--- config.mk ---
export PLATFORM = sky130hd
export DESIGN_NAME = command_frame_classifier
export DESIGN_NICKNAME = d
export VERILOG_FILES = /design/src/hdl/cfc_pkg.sv /design/src/hdl/cfc_in_stage.sv /design/src/hdl/cfc_frame_state.sv /design/src/hdl/cfc_verdict.sv /design/src/hdl/command_frame_classifier.sv
export VERILOG_INCLUDE_DIRS = /design/src /design/src/hdl
export SDC_FILE = /design/constraint.sdc
export NUM_CORES = 1
export LEC_CHECK = 0
export BUFFER_PORTS_ARGS = -buffer_cell sky130_fd_sc_hd__buf_2
export CORE_ASPECT_RATIO = 1.2
export CORE_MARGIN = 4
export CORE_UTILIZATION = 59
export DETAILED_ROUTE_END_ITERATION = 8
export MAX_ROUTING_LAYER = met4
export PLACE_DENSITY = 0.8
export SLEW_MARGIN = 0
export SYNTH_ARGS = -nofsm -noshare
export SYNTH_HDL_FRONTEND = slang
export SYNTH_SLANG_ARGS = --single-unit
--- constraint.sdc ---
create_clock -name clk -period 3.4 [get_ports clk]
set_input_delay 0.34 -clock clk [delete_from_list [all_inputs] [get_ports clk]]
set_output_delay 0.34 -clock clk [all_outputs]
set_load 0.1 [all_outputs]
--- src/hdl/command_frame_classifier_assert.svh ---
// Assertion macros for the command frame classifier.
// Included by the top level; the bodies are empty when SYNTH is defined.
`ifndef COMMAND_FRAME_CLASSIFIER_ASSERT_SVH
`define COMMAND_FRAME_CLASSIFIER_ASSERT_SVH

`ifndef SYNTH
// Checked on every rising edge outside reset.
`define CFC_ASSERT(label, clk, rst, prop) \
  label: assert property (@(posedge clk) disable iff (rst) (prop)) \
    else $error("command_frame_classifier: assertion failed");
// Checked on every rising edge, reset included.
`define CFC_ASSERT_ALWAYS(label, clk, prop) \
  label: assert property (@(posedge clk) (prop)) \
    else $error("command_frame_classifier: assertion failed");
`else
`define CFC_ASSERT(label, clk, rst, prop)
`define CFC_ASSERT_ALWAYS(label, clk, prop)
`endif

`endif

--- src/hdl/cfc_pkg.sv ---
// Shared types, header tables and CRC helper for the command frame classifier.
// No dependencies.
`timescale 1ns / 1ps
`default_nettype none

package cfc_pkg;

  localparam int TAIL_BYTES = 7;
  localparam int HDR_COUNT  = 5;
  localparam int HDR_SLOTS  = 8;

  localparam logic [15:0] CRC_INIT = 16'hFFFF;
  localparam logic [15:0] CRC_POLY = 16'hA001;

  typedef struct packed {
    logic [7:0] data_byte;
    logic       last_byte;
  } byte_item_t;

  typedef enum logic [2:0] {
    CMD_TIME_SYNC = 3'd0,
    CMD_SET_RULES = 3'd1,
    CMD_READ_STATE = 3'd2,
    CMD_GET_RULES = 3'd3,
    CMD_RESTART   = 3'd4,
    CMD_NONE      = 3'd5
  } cmd_t;

  typedef enum logic [2:0] {
    ST_ACCEPTED   = 3'd0,
    ST_TOO_SHORT  = 3'd1,
    ST_UNKNOWN    = 3'd2,
    ST_DEV_WRONG  = 3'd3,
    ST_CRC_WRONG  = 3'd4
  } status_t;

  typedef struct packed {
    cmd_t        command;
    status_t     status;
    logic [15:0] frame_length;
    logic [15:0] received_crc;
    logic [15:0] computed_crc;
  } verdict_item_t;

  // Frame state after the byte under work is taken in.
  typedef struct packed {
    logic [HDR_COUNT-1:0] hdr_match;
    logic [HDR_COUNT-1:0] dev_wrong;
    logic [15:0]          length;
    logic [15:0]          crc;
    logic [15:0]          rx_crc;
  } frame_view_t;

  // Headers in priority order, zero padded: $BDRMC $STR $READ $GETSTR $REST
  localparam logic [7:0] HDR_TEXT [HDR_COUNT][HDR_SLOTS] = '{
    '{8'h24, 8'h42, 8'h44, 8'h52, 8'h4D, 8'h43, 8'h00, 8'h00},
    '{8'h24, 8'h53, 8'h54, 8'h52, 8'h00, 8'h00, 8'h00, 8'h00},
    '{8'h24, 8'h52, 8'h45, 8'h41, 8'h44, 8'h00, 8'h00, 8'h00},
    '{8'h24, 8'h47, 8'h45, 8'h54, 8'h53, 8'h54, 8'h52, 8'h00},
    '{8'h24, 8'h52, 8'h45, 8'h53, 8'h54, 8'h00, 8'h00, 8'h00}
  };
  localparam logic [2:0] HDR_LEN [HDR_COUNT] = '{3'd6, 3'd4, 3'd5, 3'd7, 3'd5};
  localparam logic [HDR_COUNT-1:0] HDR_HAS_DEV = 5'b11110;
  localparam logic [HDR_COUNT-1:0] HDR_HAS_CRC = 5'b01110;

  // Modbus CRC16, one byte, LSB first.
  function automatic logic [15:0] crc16_byte(logic [15:0] crc, logic [7:0] b);
    logic [15:0] c;
    c = crc ^ {8'h00, b};
    for (int k = 0; k < 8; k++) begin
      if (c[0]) begin
        c = (c >> 1) ^ CRC_POLY;
      end else begin
        c = c >> 1;
      end
    end
    return c;
  endfunction

endpackage

`default_nettype wire

--- src/hdl/cfc_in_stage.sv ---
// Input register of the command frame classifier.
// Depends on cfc_pkg.
`timescale 1ns / 1ps
`default_nettype none

module cfc_in_stage (
  input  wire logic               clk,
  input  wire logic               rst,
  input  wire logic               byte_valid,
  output logic                    byte_stall,
  input  wire cfc_pkg::byte_item_t byte_item,
  input  wire logic               advance,
  output logic                    held_valid,
  output cfc_pkg::byte_item_t     held_item
);
  import cfc_pkg::*;

  logic take;

  assign byte_stall = held_valid && !advance;
  assign take       = byte_valid && !byte_stall;

  always_ff @(posedge clk) begin
    if (rst) begin
      held_valid <= 1'b0;
    end else if (take) begin
      held_valid <= 1'b1;
    end else if (advance) begin
      held_valid <= 1'b0;
    end
  end

  always_ff @(posedge clk) begin
    if (take) begin
      held_item <= byte_item;
    end
  end

endmodule

`default_nettype wire

--- src/hdl/cfc_frame_state.sv ---
// Per-frame state: header match flags, device byte check, CRC, tail line, count.
// Depends on cfc_pkg.
`timescale 1ns / 1ps
`default_nettype none

module cfc_frame_state (
  input  wire logic                clk,
  input  wire logic                rst,
  input  wire logic                consume,
  input  wire cfc_pkg::byte_item_t byte_in,
  input  wire logic [7:0]          device_number,
  output cfc_pkg::frame_view_t     view,
  output logic [15:0]              count
);
  import cfc_pkg::*;

  logic [HDR_COUNT-1:0]             hdr_match, hdr_match_next;
  logic [HDR_COUNT-1:0]             dev_wrong, dev_wrong_next;
  logic [15:0]                      crc, crc_next;
  logic [TAIL_BYTES-1:0][7:0]       tail, tail_next;
  logic [15:0]                      count_next;
  logic [7:0]                       b;

  assign b = byte_in.data_byte;

  always_comb begin
    hdr_match_next = hdr_match;
    dev_wrong_next = dev_wrong;
    for (int i = 0; i < HDR_COUNT; i++) begin
      if (count < {13'd0, HDR_LEN[i]}) begin
        if (b != HDR_TEXT[i][count[2:0]]) begin
          hdr_match_next[i] = 1'b0;
        end
      end else if (count == {13'd0, HDR_LEN[i]} && HDR_HAS_DEV[i]) begin
        if (b != device_number) begin
          dev_wrong_next[i] = 1'b1;
        end
      end
    end
  end

  // CRC trails the input by the tail length.
  assign crc_next   = (count >= 16'(TAIL_BYTES)) ? crc16_byte(crc, tail[TAIL_BYTES-1]) : crc;
  assign tail_next  = {tail[TAIL_BYTES-2:0], b};
  assign count_next = (count == 16'hFFFF) ? count : count + 16'd1;

  always_comb begin
    view.hdr_match = hdr_match_next;
    view.dev_wrong = dev_wrong_next;
    view.length    = count_next;
    view.crc       = crc_next;
    view.rx_crc    = {tail_next[TAIL_BYTES-1], tail_next[TAIL_BYTES-2]};
  end

  always_ff @(posedge clk) begin
    if (rst || (consume && byte_in.last_byte)) begin
      hdr_match <= '1;
      dev_wrong <= '0;
      crc       <= CRC_INIT;
      tail      <= '0;
      count     <= '0;
    end else if (consume) begin
      hdr_match <= hdr_match_next;
      dev_wrong <= dev_wrong_next;
      crc       <= crc_next;
      tail      <= tail_next;
      count     <= count_next;
    end
  end

endmodule

`default_nettype wire

--- src/hdl/cfc_verdict.sv ---
// Frame classification and result register.
// Depends on cfc_pkg.
`timescale 1ns / 1ps
`default_nettype none

module cfc_verdict (
  input  wire logic                 clk,
  input  wire logic                 rst,
  input  wire logic                 advance,
  input  wire logic                 consume_last,
  input  wire cfc_pkg::frame_view_t view,
  output logic                      verdict_valid,
  output cfc_pkg::verdict_item_t    verdict_item
);
  import cfc_pkg::*;

  verdict_item_t result;

  always_comb begin
    result.command      = CMD_NONE;
    result.status       = ST_UNKNOWN;
    result.frame_length = view.length;
    result.received_crc = view.rx_crc;
    result.computed_crc = view.crc;
    if (view.length < 16'(TAIL_BYTES)) begin
      result.status       = ST_TOO_SHORT;
      result.received_crc = '0;
      result.computed_crc = '0;
    end else begin
      // Walk down so the first matching header in table order wins.
      for (int i = HDR_COUNT - 1; i >= 0; i--) begin
        if (view.hdr_match[i]) begin
          result.command = cmd_t'(3'(i));
          if (view.dev_wrong[i]) begin
            result.status = ST_DEV_WRONG;
          end else if (HDR_HAS_CRC[i] && view.rx_crc != view.crc) begin
            result.status = ST_CRC_WRONG;
          end else begin
            result.status = ST_ACCEPTED;
          end
        end
      end
    end
  end

  always_ff @(posedge clk) begin
    if (rst) begin
      verdict_valid <= 1'b0;
    end else if (advance) begin
      verdict_valid <= consume_last;
    end
  end

  always_ff @(posedge clk) begin
    if (advance && consume_last) begin
      verdict_item <= result;
    end
  end

endmodule

`default_nettype wire

--- src/hdl/command_frame_classifier.sv ---
// Command frame classifier: top level.
// Depends on cfc_pkg, cfc_in_stage, cfc_frame_state, cfc_verdict and the assert header.
//
// Usage:
//   Byte channel (byte_valid / byte_stall / byte_item): one frame byte per
//   transfer, last_byte set on the final byte of a frame.
//   Verdict channel (verdict_valid / verdict_stall / verdict_item): one
//   transfer per frame, carrying command, status, length and both CRC words.
//   cfg_write / cfg_data: writes the own device number (reset value 1);
//   write it only while no frame is in progress.
// Timing:
//   One byte per cycle sustained while the verdict channel does not stall. A
//   byte is first held in the input register, then the header, device and CRC
//   update plus classification happen in one pass into the result register,
//   from which the verdict is shown once the final byte has passed through.
// Reset (rst, synchronous): empties both registers, clears frame state,
//   device number back to 1.
// Stall: while a verdict is held, the pipeline freezes and byte_stall rises
//   once the input register is full; nothing is dropped.
`timescale 1ns / 1ps
`default_nettype none
`include "command_frame_classifier_assert.svh"

module command_frame_classifier (
  input  wire logic                 clk,
  input  wire logic                 rst,
  input  wire logic                 byte_valid,
  output logic                      byte_stall,
  input  wire cfc_pkg::byte_item_t  byte_item,
  output logic                      verdict_valid,
  input  wire logic                 verdict_stall,
  output cfc_pkg::verdict_item_t    verdict_item,
  input  wire logic                 cfg_write,
  input  wire logic [7:0]           cfg_data
);
  import cfc_pkg::*;

  logic        advance;
  logic        held_valid;
  byte_item_t  held_item;
  logic        consume;
  logic        consume_last;
  logic [7:0]  device_number;
  frame_view_t view;
  logic [15:0] count;

  assign advance      = !verdict_valid || !verdict_stall;
  assign consume      = held_valid && advance;
  assign consume_last = consume && held_item.last_byte;

  always_ff @(posedge clk) begin
    if (rst) begin
      device_number <= 8'd1;
    end else if (cfg_write) begin
      device_number <= cfg_data;
    end
  end

  cfc_in_stage u_in_stage (
    .clk        (clk),
    .rst        (rst),
    .byte_valid (byte_valid),
    .byte_stall (byte_stall),
    .byte_item  (byte_item),
    .advance    (advance),
    .held_valid (held_valid),
    .held_item  (held_item)
  );

  cfc_frame_state u_frame_state (
    .clk           (clk),
    .rst           (rst),
    .consume       (consume),
    .byte_in       (held_item),
    .device_number (device_number),
    .view          (view),
    .count         (count)
  );

  cfc_verdict u_verdict (
    .clk           (clk),
    .rst           (rst),
    .advance       (advance),
    .consume_last  (consume_last),
    .view          (view),
    .verdict_valid (verdict_valid),
    .verdict_item  (verdict_item)
  );

  // Input only backs up when the held byte cannot move on.
  `CFC_ASSERT(a_stall_needs_held, clk, rst, byte_stall |-> (held_valid && verdict_valid))
  // Frame state starts over after the final byte.
  `CFC_ASSERT(a_count_cleared, clk, rst, consume_last |=> (count == 16'd0))
  // Short frames carry no command and no CRC words.
  `CFC_ASSERT(a_short_frame, clk, rst,
    (verdict_valid && verdict_item.status == ST_TOO_SHORT) |->
      (verdict_item.command == CMD_NONE && verdict_item.received_crc == 16'd0 &&
       verdict_item.computed_crc == 16'd0))
  // A named command comes with a header-based status, and only then.
  `CFC_ASSERT(a_cmd_status, clk, rst,
    verdict_valid |-> ((verdict_item.command == CMD_NONE) ==
      (verdict_item.status == ST_TOO_SHORT || verdict_item.status == ST_UNKNOWN)))

endmodule

`default_nettype wire
=== Word level (Yosys, flattened, before mapping) ===
Memories as Yosys holds them, arrays and structs flattened.
Cells that the tools add are included.

* Memories: 5
* Bits in registers: 170
* Memory bits (read-only): 320
* Output and inout bits: 56
* Input port bits: 22
* Logic and storage cells: 125

{| class="wikitable"
|+ Memories
! name !! depth !! bits a word !! rd ports !! clocked after Yosys merged registers in !! write ports !! line !! text
|-
| (no name shown) || 8 || 8 || 1 || 0 || 0 || cfc_frame_state.sv:31 || <nowiki>if (b != HDR_TEXT[i][count[2:0]]) begin</nowiki>
|-
| (no name shown) || 8 || 8 || 1 || 0 || 0 || cfc_frame_state.sv:31 ||
|-
| (no name shown) || 8 || 8 || 1 || 0 || 0 || cfc_frame_state.sv:31 ||
|-
| (no name shown) || 8 || 8 || 1 || 0 || 0 || cfc_frame_state.sv:31 ||
|-
| (no name shown) || 8 || 8 || 1 || 0 || 0 || cfc_frame_state.sv:31 ||
|}

* Bitwise operators: 10
* Muxes and demuxes: 54
* $lt $le $gt $ge: 7
* Add/subtract/negate cells: 1
* Equal/unequal tests: 11
* Reductions and logical operators: 14

{| class="wikitable"
|+ Operators by type and width
! operator !! count
|-
| 2-to-1 mux 16 bit || 10
|-
| < comparator 16 x 3 -> 1 bit, second input constant || 5
|-
| 2-to-1 mux 8 bit || 10
|-
| equality test 16 x 3 -> 1 bit, second input constant || 3
|-
| != test 8 bit || 6
|-
| 2-to-1 mux 1 bit || 24
|-
| 2-to-1 mux 6 bit || 4
|-
| inverter 2 -> 3 bit || 8
|-
| adder 16 x 1 -> 16 bit, second input constant || 1
|-
| equality test 16 bit, second input constant || 1
|-
| greater-or-equal comparator 16 x 3 -> 1 bit, second input constant || 1
|-
| != test 16 bit || 1
|-
| bitwise XOR 16 x 8 -> 16 bit || 1
|-
| 2-to-1 mux 3 bit || 4
|-
| logical AND 1 bit || 5
|-
| greater-or-equal comparator 4 bit, second input constant || 1
|-
| zero test 1 bit || 4
|-
| 2-to-1 mux 4 bit || 1
|-
| inverter 3 -> 4 bit || 1
|-
| OR reduction 3 bit || 1
|-
| logical OR 1 bit || 2
|-
| 2-to-1 mux 2 bit || 1
|-
| nonzero test 2 bit || 1
|-
| OR reduction 2 bit || 1
|}

=== Logic depth before layout (Yosys ltp) ===
* Depth after elaboration: 25
* Gate-level depth with buffers: 12
* Gate-level depth less buffers: 10

=== Cells and area by module ===
From an unflattened synthesis, not the netlist that was laid out.

* Cell total of the unflattened synthesis: 798
* Area total of the unflattened synthesis: 8,125.3 um^2

{| class="wikitable"
|+ Modules (own cells, without submodules)
! module !! cells each !! sequential area each (um^2) !! area each (um^2) !! instances
|-
| cfc_frame_state || 612 || 1,941.9 || 5,270.1 || 1
|-
| cfc_verdict || 144 || 1,641.6 || 2,227.1 || 1
|-
| cfc_in_stage || 13 || 290.3 || 320.3 || 1
|-
| command_frame_classifier || 29 || 160.2 || 307.8 || 1
|}

=== Worst setup path before layout ===
Ideal clock, no wire load.

* Path type: register -> register
* Start point: reg u_verdict.verdict_valid
* End point: reg u_frame_state.count[0]
* Data required time: 3.272 ns
* Period minus slack after synthesis: 3.581 ns
* Path buffers: 4
* Arrival: 3.454 ns
* Cell stages (with the launch flop): 11
* Slack: -0.181 ns
* Library setup time: 0.128 ns
* Path through: dfxtp_1 nand2_1 and2_1 clkbuf_1 nand2_1 inv_1 or2_2 clkbuf_1 clkbuf_1 buf_1 nor2_1

* Word-level cells in the longest chain between the ends: 5

{| class="wikitable"
|+ RTL lines
! what !! line !! text
|-
| start: declaration || cfc_verdict.sv:12 || <nowiki>output logic verdict_valid,</nowiki>
|-
| start signal: assignment || cfc_verdict.sv:50 || <nowiki>verdict_valid <= consume_last;</nowiki>
|-
| zero test 1 bit (*) || command_frame_classifier.sv:47 || <nowiki>assign advance = !verdict_valid || !verdict_stall;</nowiki>
|-
| logical OR 1 bit (*) || command_frame_classifier.sv:47 ||
|-
| logical AND 1 bit (*) || command_frame_classifier.sv:48 || <nowiki>assign consume = held_valid && advance;</nowiki>
|-
| logical AND 1 bit || cfc_frame_state.sv:56 || <nowiki>if (rst || (consume && byte_in.last_byte)) begin</nowiki>
|-
| logical OR 1 bit || cfc_frame_state.sv:56 ||
|-
| end signal: assignment || cfc_frame_state.sv:67 || <nowiki>count <= count_next;</nowiki>
|-
| end: declaration || cfc_frame_state.sv:13 || <nowiki>output logic [15:0] count</nowiki>
|}

Mark *: on every way between the ends. The rest lies on a longest branch, timed or not.
A chain may end at the register's enable or synchronous reset.

=== Worst setup path in the final report ===
* Start point: reg u_frame_state.count[1]
* End point: reg u_verdict.verdict_item[49] (netlist name)

* Word-level cells in the longest chain between the ends: 11
* Elaborated cells between the ends (all ways): 59
* Those cells by class: 1 x add/sub; 5 x order compare; 9 x eq/ne; 37 x mux; 1 x bitwise; 1 x reduce/logical; 5 x memory

{| class="wikitable"
|+ RTL lines
! what
|-
| branches (longest 11 deep; another with adder 16 x 1 -> 16 bit)
|}

Several ways; the timed one is not identified. The select of a mux whose other input is x is not followed.

==> metrics.md <==
| Metric | Value |
|---|---|
| Status | complete, no violations |
| Worst vdd ir | 0.401 mV |
| Fmax | 315 MHz |
| Number of I/O pins | 78 |
| Die Area | 0.0155 sq mm |
| TritonCTS Sinks | 170 |
| Total CTS buffers | 17 |
| Synth top cells by count | nand2_1 (175), dfxtp_1 (107), a21oi_1 (79), nor2_1 (67), edfxtp_1 (63) |
| Share of cells above drive strength 1 | 16.6% |
| Worst slew pin tran | 0.932 ns |
| Routed WL | 17800 um |
| # fillers | 1031 |
| Clock Latency Late Sink | 0.42 ns |
| Routed vias | 6194 |
| Syn Inst Count | 854 |
| Routed Antenna Nets | 0 |
| GP Congestion | 0.928 |
| Tcrit/Tclk final | 93.3% |
| Cell Rows | 46 |
| Router iterations before antenna repair | 5 |
| Slew Viols, Final | 0 |
| Setup violations, final | 0 |
| Drt wl/cell | 16.4 um |
| Grt total ovfl | 0 |
| Avg Cell Area, Syn | 9.36 sq um |
| Initial antenna violation count | 0 |
| Post-synth top area share | 26.8% |
| Post-synthesis async set-or-reset flop share | 0% |
| Drt drc | 0 |
| Synth warnings | 0 |
| Layout Utilization | 68.2% |
| Core Region | 0.0132 sq mm |
| WP data arrival | 3.33 ns |
| Ant diodes | 0 |
| Reg clk slew, reported paths | 0.07 ns |
| Syn-to-layout area delta | 12.9% |
| Pwr/cell area | 509 mW/mm^2 |
| Synth Cell Area | 0.00799 sq mm |
| Largest net degree at the start of global routing | 68 |
| Synth Net Count | 882 |
| EDFF count, synth | 63 |
| Worst path required time | 3.56 ns |
| # nets final | 932 |
| Most common cell in the netlist | nand2_1 |
| Via count of the first global-routing pass | 5930 |
| Tot Pwr | 4.60 mW |
| Sequential Area | 0.00404 sq mm |
| Crit Path Max Fanout | 14 |
| CTS tree | done |
| Final hold vios | 0 |
| Die Wd | 114 um |
| Dpl ws | 0.252 ns |
| Synthesized flop and latch total | 170 |
| Initial Util | 60.4% |
| Hpwl dp | 12000 um |
| Clk root buf | clkbuf_16 |
| Setup bufs post-CTS | 0 |
| Pleak | 3.55 nW |
| Vias per cell | 5.71 |
| First-pass GRT wire length | 29400 um |
| Slew HR | 37.9% |
| Max Cap Viol | 0 |
| Critical path class | register to register |
| Synth unique cells | 71 |
| Hold/Removal Path Class | primary input to register |
| PortBufs | 77 |
| Clock buffer depth | 2 |
| Footprint of the multi-input gates | 0.00362 sq mm |
| Top cells by area, synth | dfxtp_1 (27%), edfxtp_1 (24%), nand2_1 (8.2%), a21oi_1 (4.9%), xnor2_1 (4.6%) |
| Final worst path period need | 3.17 ns |
| Post-synth top area cell | dfxtp_1 |
| Clock skew | 0.0109 ns |
| Crit end category | register |
| Post-CTS Hold Buffers | 0 |
| First-iteration detailed-routing DRC count | 529 |
| Primary FF master, synth | dfxtp_1 |
| CTS-repair resized insts | 0 |
| GR Util All Layers | 24.5% |
| Setup ws final | 0.229 ns |
| Chip height | 135 um |
| H-tree Lvls | 4 |
| Register area share after synthesis | 50.5% |
| CP startpoint kind | register |
## power breakdown
group | leakage (nW) | internal, mW | switching (mW)
logic | 1.78 | 0.142 | 0.331
registers | 1.49 | 2.16 | 0.0418
clock network | 0.288 | 1.05 | 0.873
total | 3.55 | 3.35 | 1.25
## state kept, by name, summed over array words and instances, names as in the netlist
register	count
device_number	8
u_frame_state.count	16
u_frame_state.crc	16
u_frame_state.dev_wrong	4
u_frame_state.hdr_match	5
u_frame_state.tail	40
u_frame_state.view	16
u_in_stage.held_item	9
u_in_stage.held_valid	1
u_verdict.verdict_item	54
u_verdict.verdict_valid	1
## per-stage QoR
| stage | std cells | hold WS [ns] | cell area (sq um) | TNS (ns) |
|---|---|---|---|---|
| floorplan | 854 | 0.431 | 8000 | 0 |
| global placement | 1053 | 0.437 | 8420 | 0 |
| detailed placement | 1053 | 0.442 | 8420 | 0 |
| CTS | 1085 | 0.0795 | 9020 | 0 |
| global route | 1085 | 0.0756 | 9020 | -0.00612 |
| finish | 1085 | 0.0889 | 9020 | 0 |
## placed cells by master (no fill, tap or decap), types with 4 or more instances in the layout
cell	instances
edfxtp_1	63
nor3_1	9
nand3_1	16
and2_1	11
inv_1	10
buf_4	14
or3_1	5
a31oi_1	11
and3_1	8
nor2_1	67
xor2_1	34
ha_1	6
buf_2	77
inv_8	4
nand2_1	174
a21oi_1	79
o211ai_1	16
clkbuf_16	17
xnor2_1	42
nor2b_1	10
mux2i_1	19
and2_4	10
nand2b_1	4
nand4_1	5
inv_6	5
o21ai_0	20
dfxtp_1	106
nor4_1	8
## area by class of cell
cell class	count	share of cell area [%]
Clock buffer	17	4.71
Clock inverter	15	1.90
Inverter	12	0.541
Timing Repair Buffer	92	5.66
Tap cell	168	2.33
Multi-Input combinational cell	611	40.1
Sequential cell	170	44.7
## critical path: stages, from the launching register on
cell and delay (ns):
dfxtp_1 0.54, inv_1 0.19, ha_1 0.40, or4b_2 0.66, a31oi_1 0.18, a41o_1 0.11, a31oi_1 0.09, nand2b_1 0.18
nand2b_1 0.17, nor4b_1 0.31, nor4_1 0.07
## final timing paths
kind | start | end | slack (ns) | depth (start not counted)
min | byte_item[5] | u_in_stage.held_item[5] | 0.09 | 1
max | u_frame_state.count[1] | u_verdict.verdict_item[49] | 0.23 | 10
min reg2reg | u_frame_state.tail[22] | u_frame_state.tail[30] | 0.45 | 2
max reg2reg | u_frame_state.count[1] | u_verdict.verdict_item[49] | 0.23 | 10
## logic make-up (layout without fill, tap and decap cells)
group	Yosys count	count (layout)	share of synthesized area (%)
DFF	170	170	50.5
xor gates and xnor gates	78	78	8.91
buffers and inverters	73	136	4.32
and+or+nand+nor	352	352	21.2
AOI/OAI and AO/OA	155	155	11.6
muxes	20	20	2.57
adders and majority gates	6	6	0.940
## layer usage
layer  up-vias  track usage (%)  part of all wire (%)
met5         -                -                     0
met4         0             8.45                   2.5
met3        39             4.42                   6.1
met2       226             40.0                    50
met1      2887             30.7                    41
li1       3042                -                     -
Power figures use the tool's default switching activity.
